**src/rtl/dtwa_pkg.sv**
```systemverilog
// Shared types and constants of the table-driven DFA word acceptor.
package dtwa_pkg;

  localparam int unsigned STATE_W     = 4;
  localparam int unsigned SYMBOL_W    = 8;
  localparam int unsigned OPCODE_W    = 3;
  localparam int unsigned S_TDATA_W   = 24;
  localparam int unsigned M_TDATA_W   = 8;
  localparam int unsigned CFG_DATA_W  = 32;
  localparam int unsigned CFG_ADDR_W  = 3;

  localparam logic REG_START_STATE = 1'b0;

  typedef enum logic [OPCODE_W-1:0] {
    OP_LOAD_TRANS  = 3'd0,
    OP_LOAD_ACCEPT = 3'd1,
    OP_LOAD_ALPHA  = 3'd2,
    OP_SYMBOL      = 3'd3,
    OP_EMPTY_WORD  = 3'd4
  } op_e;

  typedef struct packed {
    logic clear;
    logic take;
    logic step;
  } ctrl_cmd_t;

  typedef struct packed {
    logic clear_last;
    logic room;
  } dp_sts_t;

  typedef struct packed {
    logic [STATE_W-1:0] final_state;
    logic               in_alphabet;
    logic               accepted;
  } result_t;

endpackage

```
**src/rtl/dtwa_ctrl.sv**
```systemverilog
// Controller state machine: clearing pass, item acceptance and symbol step sequencing.
module dtwa_ctrl (
  input  logic                clk_i,
  input  logic                rst_ni,
  input  logic                in_valid_i,
  input  dtwa_pkg::op_e       opcode_i,
  input  dtwa_pkg::dp_sts_t   sts_i,
  output logic                in_ready_o,
  output dtwa_pkg::ctrl_cmd_t cmd_o
);
  import dtwa_pkg::*;

  typedef enum logic [2:0] {
    S_CLEAR = 3'b001,
    S_IDLE  = 3'b010,
    S_SYM   = 3'b100
  } state_e;

  state_e state_q, state_d;
  logic   take;

  assign in_ready_o = (state_q == S_IDLE) && sts_i.room;
  assign take       = in_valid_i && in_ready_o;

  always_comb begin
    state_d     = state_q;
    cmd_o.clear = 1'b0;
    cmd_o.take  = take;
    cmd_o.step  = 1'b0;
    case (state_q)
      S_CLEAR: begin
        cmd_o.clear = 1'b1;
        if (sts_i.clear_last) begin
          state_d = S_IDLE;
        end
      end
      S_IDLE: begin
        if (take && (opcode_i == OP_SYMBOL)) begin
          state_d = S_SYM;
        end
      end
      S_SYM: begin
        cmd_o.step = 1'b1;
        state_d    = S_IDLE;
      end
      default: begin
        state_d = S_CLEAR;
      end
    endcase
  end

  always_ff @(posedge clk_i or negedge rst_ni) begin
    if (!rst_ni) begin
      state_q <= S_CLEAR;
    end else begin
      state_q <= state_d;
    end
  end

endmodule

```
**config.mk**
```make
export PLATFORM = sky130hd
export DESIGN_NAME = dtwa_ctrl
export DESIGN_NICKNAME = d
export VERILOG_FILES = /design/src/rtl/dtwa_pkg.sv /design/src/rtl/dtwa_ctrl.sv
export SDC_FILE = /design/constraint.sdc
export NUM_CORES = 1
export LEC_CHECK = 0
export BUFFER_PORTS_ARGS = -buffer_cell sky130_fd_sc_hd__buf_2
export CORE_AREA = 2 2 39 41
export DETAILED_ROUTE_END_ITERATION = 10
export DIE_AREA = 0 0 41 43
export SYNTH_ARGS = -nofsm -noshare
export SYNTH_HDL_FRONTEND = slang
export SYNTH_SLANG_ARGS = --single-unit
```
**constraint.sdc**
```tcl
create_clock -name clk_i -period 1.4 [get_ports clk_i]
set_input_delay 0.35 -clock clk_i [delete_from_list [all_inputs] [get_ports clk_i]]
set_output_delay 0.35 -clock clk_i [all_outputs]
set_load 0.02 [all_outputs]
```
==> impl_metrics.json, run 1 <==
{
  "grt_max_degree": 5,
  "die-area_sq_um": 1763,
  "setup_ws_ns": -0.1102,
  "r2r_cells": 5,
  "hold_depth": 2,
  "crit_chain": "nor3b_4 -> and3_4 -> buf_6",
  "synth.distinct_cells": 15,
  "violations": "negative setup slack",
  "placed_cell_area_sq_um": 275.3,
  "yosys_warnings": 0,
  "largest_register": "state_q",
  "ir_drop_mv": 0.6163,
  "overflow": 0,
  "synth.cell_area_sq_um": 187.7,
  "r2r-start": "state_q[0]",
  "routed_wl_um": 406,
  "min_period_over_period_pct": 107.9,
  "met1_usage_pct": 7.097,
  "stdcell_area_sq_um": 362.8,
  "clk_latency_ns": 0.23,
  "max-slew-margin-rel_pct": 87.96,
  "outcome": "finished, violations left",
  "hold_ws_ns": 0.4231,
  "finClkSkew_ns": 0.005989,
  "vias_per_cell": 3.577,
  "postSynthCellCount": 17,
  "critPathMaxStageDelay_ns": 0.57,
  "min_period_ns": 1.510,
  "final_cell_mix": "7 x buf_2, 5 x buf_4, 3 x clkbuf_4, 3 x buf_6",
  "path_delay_family": "flip-flops",
  "cts_buffer_depth": 2,
  "startpoint_type": "register",
  "endpoint_kind": "primary output",
  "wire_per_inst_um": 7.808,
  "drc": 0,
  "grtUsageMet3_pct": 3.141,
  "placement_rows": 14,
  "areaGrowthSynthToFinish_pct": 93.33,
  "clk_pin_slew_ns": 0.04,
  "required_ns": 1.05,
  "fillers": 150,
  "rsz0062_at_grt": "yes",
  "dp_cells": 45,
  "n_antenna_cell": 0,
  "grtUsageTotal_pct": 6.432,
  "hold_start": "sts_i[0]",
  "numCtsBuffers": 3,
  "r2r_setup_slack_ns": 0.19,
  "antenna_found_initial": 0,
  "setup_viol": 4,
  "dr.pass1.iters": 1,
  "grt_pass1_vias": 193,
  "max-cap-violations": 0,
  "tightestPinTransition_ns": 0.1804,
  "worstPathArrival_ns": 1.16,
  "core_area_sq_um": 1384,
  "powerDensity_nw_per_um2": 1635,
  "whs_endpoint": "state_q[2]",
  "synth_nets": 25,
  "start_util_pct": 13.56,
  "fin_nets": 45,
  "dr_total_vias": 186,
  "min_path_type": "in -> reg",
  "r2r_end": "state_q[1]",
  "drtIter0Drc": 0,
  "worst-setup-path-type": "reg -> out",
  "die_y_um": 43,
  "synth-seq-area-share_pct": 40.67,
  "crit_path_max_fanout": 4,
  "place_ws_ns": 0.06990,
  "place.gp.congestion": 0.5641,
  "portBuffers": 11,
  "cts_tree": "built",
  "ys_ff_latch": 3,
  "busiest_layer": "met2",
  "die_width_um": 41,
  "ant_nets": 0,
  "clock.fmax_ghz": 0.6622,
  "final_layout_size_suffix_gt1_share_pct": 75.00,
  "reg.largest.list": "state_q: 3 flops",
  "root_buffer": "clkbuf_4",
  "finalHoldViolCount": 0,
  "power.leakage_uw": 0.0001784,
  "grt_pass1_wl_um": 724,
  "stdcell_count": 52,
  "grt_use_met2_pct": 8.438,
  "crit_buf_inv": 1,
  "drv_slew": 0,
  "cts_sinks": 3,
  "synth_area_per_cell_sq_um": 11.04,
  "largest_reg_flops": 3,
  "layout_commonest_cell": "buf_2",
  "critical_path.slowest_cell": "dfstp_2",
  "num_io_pins": 12,
  "h-tree-depth": 1,
  "hpwl_um": 343.4
}
## synthesized netlist by cell type
cell type	number	area share [%]
nand2b_1	1	3.3
o21bai_2	1	6.0
nor3b_1	1	4.0
and3_2	1	4.0
and3_4	1	6.0
nor2_1	2	4.0
nor3b_4	1	10
dfstp_2	1	14
a21oi_1	1	2.7
and4b_1	1	5.3
and2_2	1	4.0
nand3b_1	1	4.0
dfrtp_1	2	27
buf_4	1	4.0
inv_1	1	2.0
## routing by layer
layer | vias to the layer above | share of wire (%) | routed length (um)
li1 | 95 | - | -
met1 | 84 | 37 | 149
met2 | 7 | 52 | 212
met3 | 0 | 11 | 44
met4 | 0 | 0 | 0
met5 | - | 0 | 0
## power by group
group | internal, uW | total, uW | leakage (uW) | switching (uW)
logic | 174 | 284 | 0.000126 | 110
registers | 129 | 160 | 0.0000371 | 30.6
clock network | 107 | 150 | 0.0000150 | 43.4
total | 409 | 593 | 0.000178 | 184
## worst register-to-register path, stage by stage (launching register included)
cell and delay, ns:
dfstp_2 0.57, nor3b_4 0.06, buf_4 0.12, buf_4 0.13
and3_4 0.16, o21bai_2 0.09
## repair_timing
item,in CTS,in global routing
cloned,0,0
hold endpoints to repair,2,0
pin swaps,1,2
endpoints found under the setup margin,4,4
buffers inserted,1,1
hold buffers,1,0
resized for setup,6,5
## metrics by stage
step	power (uW)	setup TNS, ns	util, %
finish	593.4	-0.2915	26.22
global route	642.2	-0.4900	26.22
CTS	577.0	-0.4359	24.41
detailed placement	393.5	0	19.89
global placement	388.4	0	19.89
floorplan	304.4	0	-
## cell type report
type,instances,area [sq um],share of cell area [%]
clock buffer,4,26.28,7.241
inverter,1,3.754,1.034
multi-input combinational,12,120.1,33.10
sequential,3,76.32,21.03
tap,16,20.02,5.517
timing repair buffer,16,116.4,32.07
## how the worst max path moves through the flow
stage | start | end | cells after the start | slack (ns)
floorplan | state_q[2] | cmd_o[1] | 3 | 0.10
global placement | state_q[2] | cmd_o[1] | 3 | 0.1
detailed placement | state_q[2] | cmd_o[1] | 3 | 0.07
CTS | state_q[2] | cmd_o[1] | 3 | -0.14
global route | state_q[2] | cmd_o[1] | 3 | -0.16
finish | state_q[0] | cmd_o[1] | 3 | -0.11
## logic make-up (layout without fill, tap and decap cells)
| kind of cell | count (synthesis) | after routing | share of synthesized area [%] |
|---|---|---|---|
| buffers and inverters | 2 | 21 | 6.000 |
| and+or+nand+nor | 10 | 10 | 44.68 |
| DFF | 3 | 3 | 40.67 |
| AOI/OAI and AO/OA | 2 | 2 | 8.664 |
Power figures use the tool's default switching activity.
==> run 2: changes to the inputs <==
- SETUP_SLACK_MARGIN: default -> 0.15
- clock period: 1.4 -> 1.45 ns (I/O delays scaled with it)
==> impl_metrics.json, run 2 (synthesis results as in run 1) <==
{
  "clk_pin_slew_ns": 0.04,
  "clock.fmax_ghz": 0.6544,
  "hpwl_um": 326.4,
  "tns_ns": -0.1842,
  "die-area_sq_um": 1763,
  "die_y_um": 43,
  "layout_commonest_cell": "buf_4",
  "die_width_um": 41,
  "cts_tree": "built",
  "required_ns": 1.09,
  "final_cell_mix": "8 x buf_4, 7 x buf_2, 3 x clkbuf_4",
  "placement_rows": 14,
  "worstPathArrival_ns": 1.17,
  "r2r-start": "state_q[0]",
  "dr_total_vias": 199,
  "largest_register": "state_q",
  "finalHoldViolCount": 0,
  "h-tree-depth": 1,
  "largest_reg_flops": 3,
  "antenna_found_initial": 0,
  "max-cap-violations": 0,
  "power.leakage_uw": 0.0001864,
  "worst-setup-path-type": "reg -> out",
  "r2r_cells": 5,
  "stdcell_count": 54,
  "max-slew-margin-rel_pct": 87.13,
  "portBuffers": 11,
  "fin_nets": 47,
  "tightestPinTransition_ns": 0.1928,
  "r2r_end": "state_q[1]",
  "switching_share_pct": 30.83,
  "start_util_pct": 13.56,
  "dr.pass1.iters": 2,
  "clockPowerShare_pct": 25.7,
  "crit_start": "state_q[2]",
  "wire_per_inst_um": 8.352,
  "ir_drop_mv": 0.4108,
  "setup_ws_ns": -0.07823,
  "dp_cells": 45,
  "clk_latency_ns": 0.23,
  "numCtsBuffers": 3,
  "cts_buffer_depth": 2,
  "setup.worst_path.end": "cmd_o[1]",
  "intPower_uw": 395.1,
  "drc": 0,
  "num_io_pins": 12,
  "finClkSkew_ns": 0.0001816,
  "min_period_over_period_pct": 105.4,
  "min_path_type": "in -> reg",
  "power_frac_seq_pct": 26.6,
  "core_area_sq_um": 1384,
  "grtUsageTotal_pct": 5.936,
  "grt_pass1_wl_um": 690,
  "place.gp.congestion": 0.5865,
  "endpoint_kind": "primary output",
  "hold_ws_ns": 0.4314,
  "root_buffer": "clkbuf_4",
  "ant_nets": 0,
  "areaGrowthSynthToFinish_pct": 98.00,
  "overflow": 0,
  "rsz0062_at_grt": "yes",
  "startpoint_type": "register",
  "drtIter0Drc": 1,
  "routed_wl_um": 451,
  "final_layout_size_suffix_gt1_share_pct": 73.68,
  "outcome": "finished, violations left",
  "total_power_uw": 571.1,
  "r2r_setup_slack_ns": 0.20,
  "min_period_ns": 1.528,
  "powerDensity_nw_per_um2": 1537,
  "p_switching_uw": 176.1,
  "violations": "negative setup slack",
  "setup_viol": 4,
  "drv_slew": 0,
  "grt_pass1_vias": 220,
  "p_comb_share_pct": 47.7,
  "n_antenna_cell": 0,
  "cts_sinks": 3,
  "crit_path_max_fanout": 3,
  "vias_per_cell": 3.685,
  "reg.largest.list": "state_q: 3 flops",
  "grt_max_degree": 5
}
==> run 2: changes by cell type in the layout (fill, tap and decap cells not counted), sizes merged <==
cell	previous run	this run
buf	15	17
==> run 2: routing by layer <==
| layer | vias up | track usage, % | routed length, um | part of all wire [%] |
|---|---|---|---|---|
| met5 | - | 0 | 0 | 0 |
| met4 | 0 | 6.000 | 0 | 0 |
| met3 | 0 | 1.571 | 38 | 8.4 |
| met2 | 8 | 9.688 | 255 | 57 |
| met1 | 92 | 5.178 | 157 | 35 |
| li1 | 99 | - | - | - |
==> run 2: metrics by stage <==
stage / cell area (sq um) / utilization (%) / setup WS (ns)
floorplan: 192.7 / - / 0.1398
global placement: 275.3 / 19.89 / 0.1067
detailed placement: 275.3 / 19.89 / 0.1065
CTS: 356.6 / 25.77 / -0.09045
global route: 371.6 / 26.85 / -0.1445
finish: 371.6 / 26.85 / -0.07823
==> run 2: layout make-up <==
| type | count | area (sq um) |
|---|---|---|
| fill | 156 | 1012 |
| timing repair buffer | 18 | 127.6 |
| multi-input combinational | 12 | 117.6 |
| sequential | 3 | 76.32 |
| clock buffer | 4 | 26.28 |
| tap | 16 | 20.02 |
| inverter | 1 | 3.754 |
==> run 2: worst min path at each step <==
stage | startpoint | to | depth (start not counted) | slack (ns)
5_1_grt | sts_i[0] | state_q[2] | 2 | 0.43
3_3_place_gp | rst_ni | state_q[2] | 1 | 0.16
4_1_cts | sts_i[0] | state_q[2] | 2 | 0.42
2_1_floorplan | rst_ni | state_q[1] | 0 | 0.07
3_5_place_dp | rst_ni | state_q[2] | 1 | 0.16
6_report | sts_i[0] | state_q[2] | 2 | 0.43
==> run 2: power groups by stage <==
stage               Clock [uW]  Combinational [uW]  Sequential [uW]
finish                     147                 272              152
global route               161                 294              159
CTS                        155                 264              152
detailed placement           0                 225              152
global placement             0                 223              151
floorplan                    0                 139              155
==> run 2: what timing repair did <==
item,CTS,global route
hold buffers,1,0
hold endpoints to repair,2,0
resized for setup,9,0
pin swaps,1,0
endpoints found under the setup margin,4,4
setup buffers,2,2
==> run 2: worst max-delay path, cell delays in order (launching register included) <==
cell and delay (ns):
dfrtp_1 0.39, nor3b_4 0.22, and3_4 0.21, buf_6 0.11
==> run 3: changes to the inputs <==
- ABC_AREA: default -> 1
==> impl_metrics.json, run 3 <==
{
  "synth.area.top_cells": "dfrtp_1 26%, dfstp_2 13%, nand3_2 10%, nor2_1 9.6%, inv_1 5.8%",
  "total_power_uw": 634.9,
  "synth_common_cells": "5 x nor2_1, 3 x inv_1",
  "synth.distinct_cells": 15,
  "synth_top_area_cell": "dfrtp_1",
  "cts_buffer_depth": 2,
  "synth_area_per_cell_sq_um": 7.807,
  "die-area_sq_um": 1763,
  "yosysMostFrequentCell": "nor2_1",
  "r2r_end": "state_q[1]",
  "min_period_over_period_pct": 101.5,
  "core_area_sq_um": 1384,
  "reg.largest.list": "state_q: 3 flops",
  "tns_ns": -0.02637,
  "setup_viol": 2,
  "final_cell_mix": "7 x buf_2, 5 x buf_4, 4 x nor2_1, 3 x inv_1, 3 x clkbuf_4",
  "hold_start": "sts_i[1]",
  "synth_top_flop_cell": "dfrtp_1",
  "portBuffers": 11,
  "dr.pass1.iters": 1,
  "outcome": "finished, violations left",
  "wl_met3_um": 29,
  "root_buffer": "clkbuf_4",
  "max-slew-margin-rel_pct": 89.63,
  "worstPathArrival_ns": 1.11,
  "worst-setup-path-type": "reg -> out",
  "overflow": 0,
  "cts_tree": "built",
  "synth_edf_count": 0,
  "yosys_warnings": 0,
  "clk_latency_ns": 0.23,
  "endpoint_kind": "primary output",
  "required_ns": 1.09,
  "postSynthCellCount": 25,
  "wl_met2_um": 304,
  "grt_max_degree": 5,
  "vias_per_cell": 3.814,
  "drtIter0Drc": 0,
  "dp_cells": 51,
  "numCtsBuffers": 3,
  "drv_slew": 0,
  "min_period_ns": 1.471,
  "final_layout_size_suffix_gt1_share_pct": 65.12,
  "final_util_pct": 26.67,
  "min_path_type": "in -> reg",
  "synth_top_cell_area_share_pct": 25.64,
  "hold_depth": 2,
  "dr_total_vias": 225,
  "wire_per_inst_um": 8.186,
  "clk_pin_slew_ns": 0.04,
  "placement_rows": 14,
  "start_util_pct": 14.10,
  "rsz0062_at_grt": "yes",
  "max-cap-violations": 0,
  "top_layer": "met3",
  "largest_reg_flops": 3,
  "hpwl_um": 346.4,
  "r2r_setup_slack_ns": 0.36,
  "powerDensity_nw_per_um2": 1720,
  "tightestPinTransition_ns": 0.1556,
  "placed_cell_area_sq_um": 262.8,
  "grt_pass1_vias": 254,
  "areaGrowthSynthToFinish_pct": 89.10,
  "synth_nets": 33,
  "num_io_pins": 12,
  "layout_commonest_cell": "buf_2",
  "violations": "negative setup slack",
  "place.gp.congestion": 0.6466,
  "synth.cell_area_sq_um": 195.2,
  "drc": 0,
  "setup_ws_ns": -0.02130,
  "finClkSkew_ns": 0.00001962,
  "cts_sinks": 3,
  "power.leakage_uw": 0.0001918,
  "die_width_um": 41,
  "n_antenna_cell": 0,
  "antenna_found_initial": 0,
  "wl_met1_um": 149,
  "fin_nets": 52,
  "finalHoldViolCount": 0,
  "grtUsageTotal_pct": 8.551,
  "routed_wl_um": 483,
  "r2r_cells": 6,
  "r2r-start": "state_q[0]",
  "stdcell_area_sq_um": 369.1,
  "ys_ff_latch": 3,
  "largest_register": "state_q",
  "startpoint_type": "register",
  "grt_pass1_wl_um": 910,
  "crit_path_max_fanout": 4,
  "synth-seq-area-share_pct": 39.10,
  "whs_endpoint": "state_q[0]",
  "ant_nets": 0,
  "async_flop_share_pct": 100.0,
  "die_y_um": 43,
  "stdcell_count": 59,
  "ir_drop_mv": 0.4648,
  "h-tree-depth": 1,
  "clock.fmax_ghz": 0.6797
}
## run 3: logic make-up (layout without fill, tap and decap cells)
group / after synthesis / after routing / share of synthesized area [%]
buffers and inverters: 7 / 25 / 16.03
AO/OA/AOI/OAI: 3 / 3 / 10.90
flip-flops: 3 / 3 / 39.11
AND/OR/NAND/NOR: 12 / 12 / 33.98
## run 3: worst max path at each step
| stage | start | end | slack, ns | cells past startpoint |
|---|---|---|---|---|
| after floorplan | state_q[2] | cmd_o[1] | 0.22 | 4 |
| after global placement | state_q[2] | cmd_o[1] | 0.15 | 4 |
| after detailed placement | state_q[2] | cmd_o[1] | 0.15 | 4 |
| after CTS | state_q[0] | cmd_o[1] | -0.02 | 4 |
| after global routing | state_q[2] | cmd_o[1] | -0.07 | 4 |
| final | state_q[0] | cmd_o[1] | -0.02 | 4 |
## run 3: critical path, cell delays in order, from the launching register on
cell and delay, ns:
dfstp_2 0.55, inv_4 0.05, nand3_4 0.07, nor3b_2 0.05, buf_4 0.15
## run 3: area by class of cell
class	instances	area, sq um
Sequential cell	3	76.32
Timing Repair Buffer	15	105.1
Tap cell	16	20.02
Fill cell	159	1015
Clock buffer	4	26.28
Multi-Input combinational cell	15	115.1
Inverter	6	26.28
## run 3: power breakdown
part / total [uW] / internal, uW / switching, uW
sequential: 157 / 124 / 33.3
combinational: 333 / 148 / 185
clock: 144 / 103 / 41.0
## run 3: metal layers
| metal | vias up | track usage, % |
|---|---|---|
| li1 | 115 | - |
| met1 | 103 | 6.149 |
| met2 | 7 | 13.13 |
| met3 | 0 | 4.712 |
| met4 | 0 | 10.00 |
| met5 | - | 0 |
## run 3: stage by stage
step	worst slack [ns]	hold slack [ns]
6_report	-0.02130	0.3127
5_1_grt	-0.06685	0.3138
4_1_cts	-0.01927	0.3077
3_5_place_dp	0.1542	0.1590
3_3_place_gp	0.1548	0.1582
2_1_floorplan	0.2222	0.06691
## run 3: repair_timing
item	in CTS	in global routing
endpoints found under the hold margin	2	0
buffers inserted	3	0
hold buffers	1	0
setup endpoints to repair	4	4
pin swaps	1	1
gates resized for setup	8	5
gates cloned	0	0
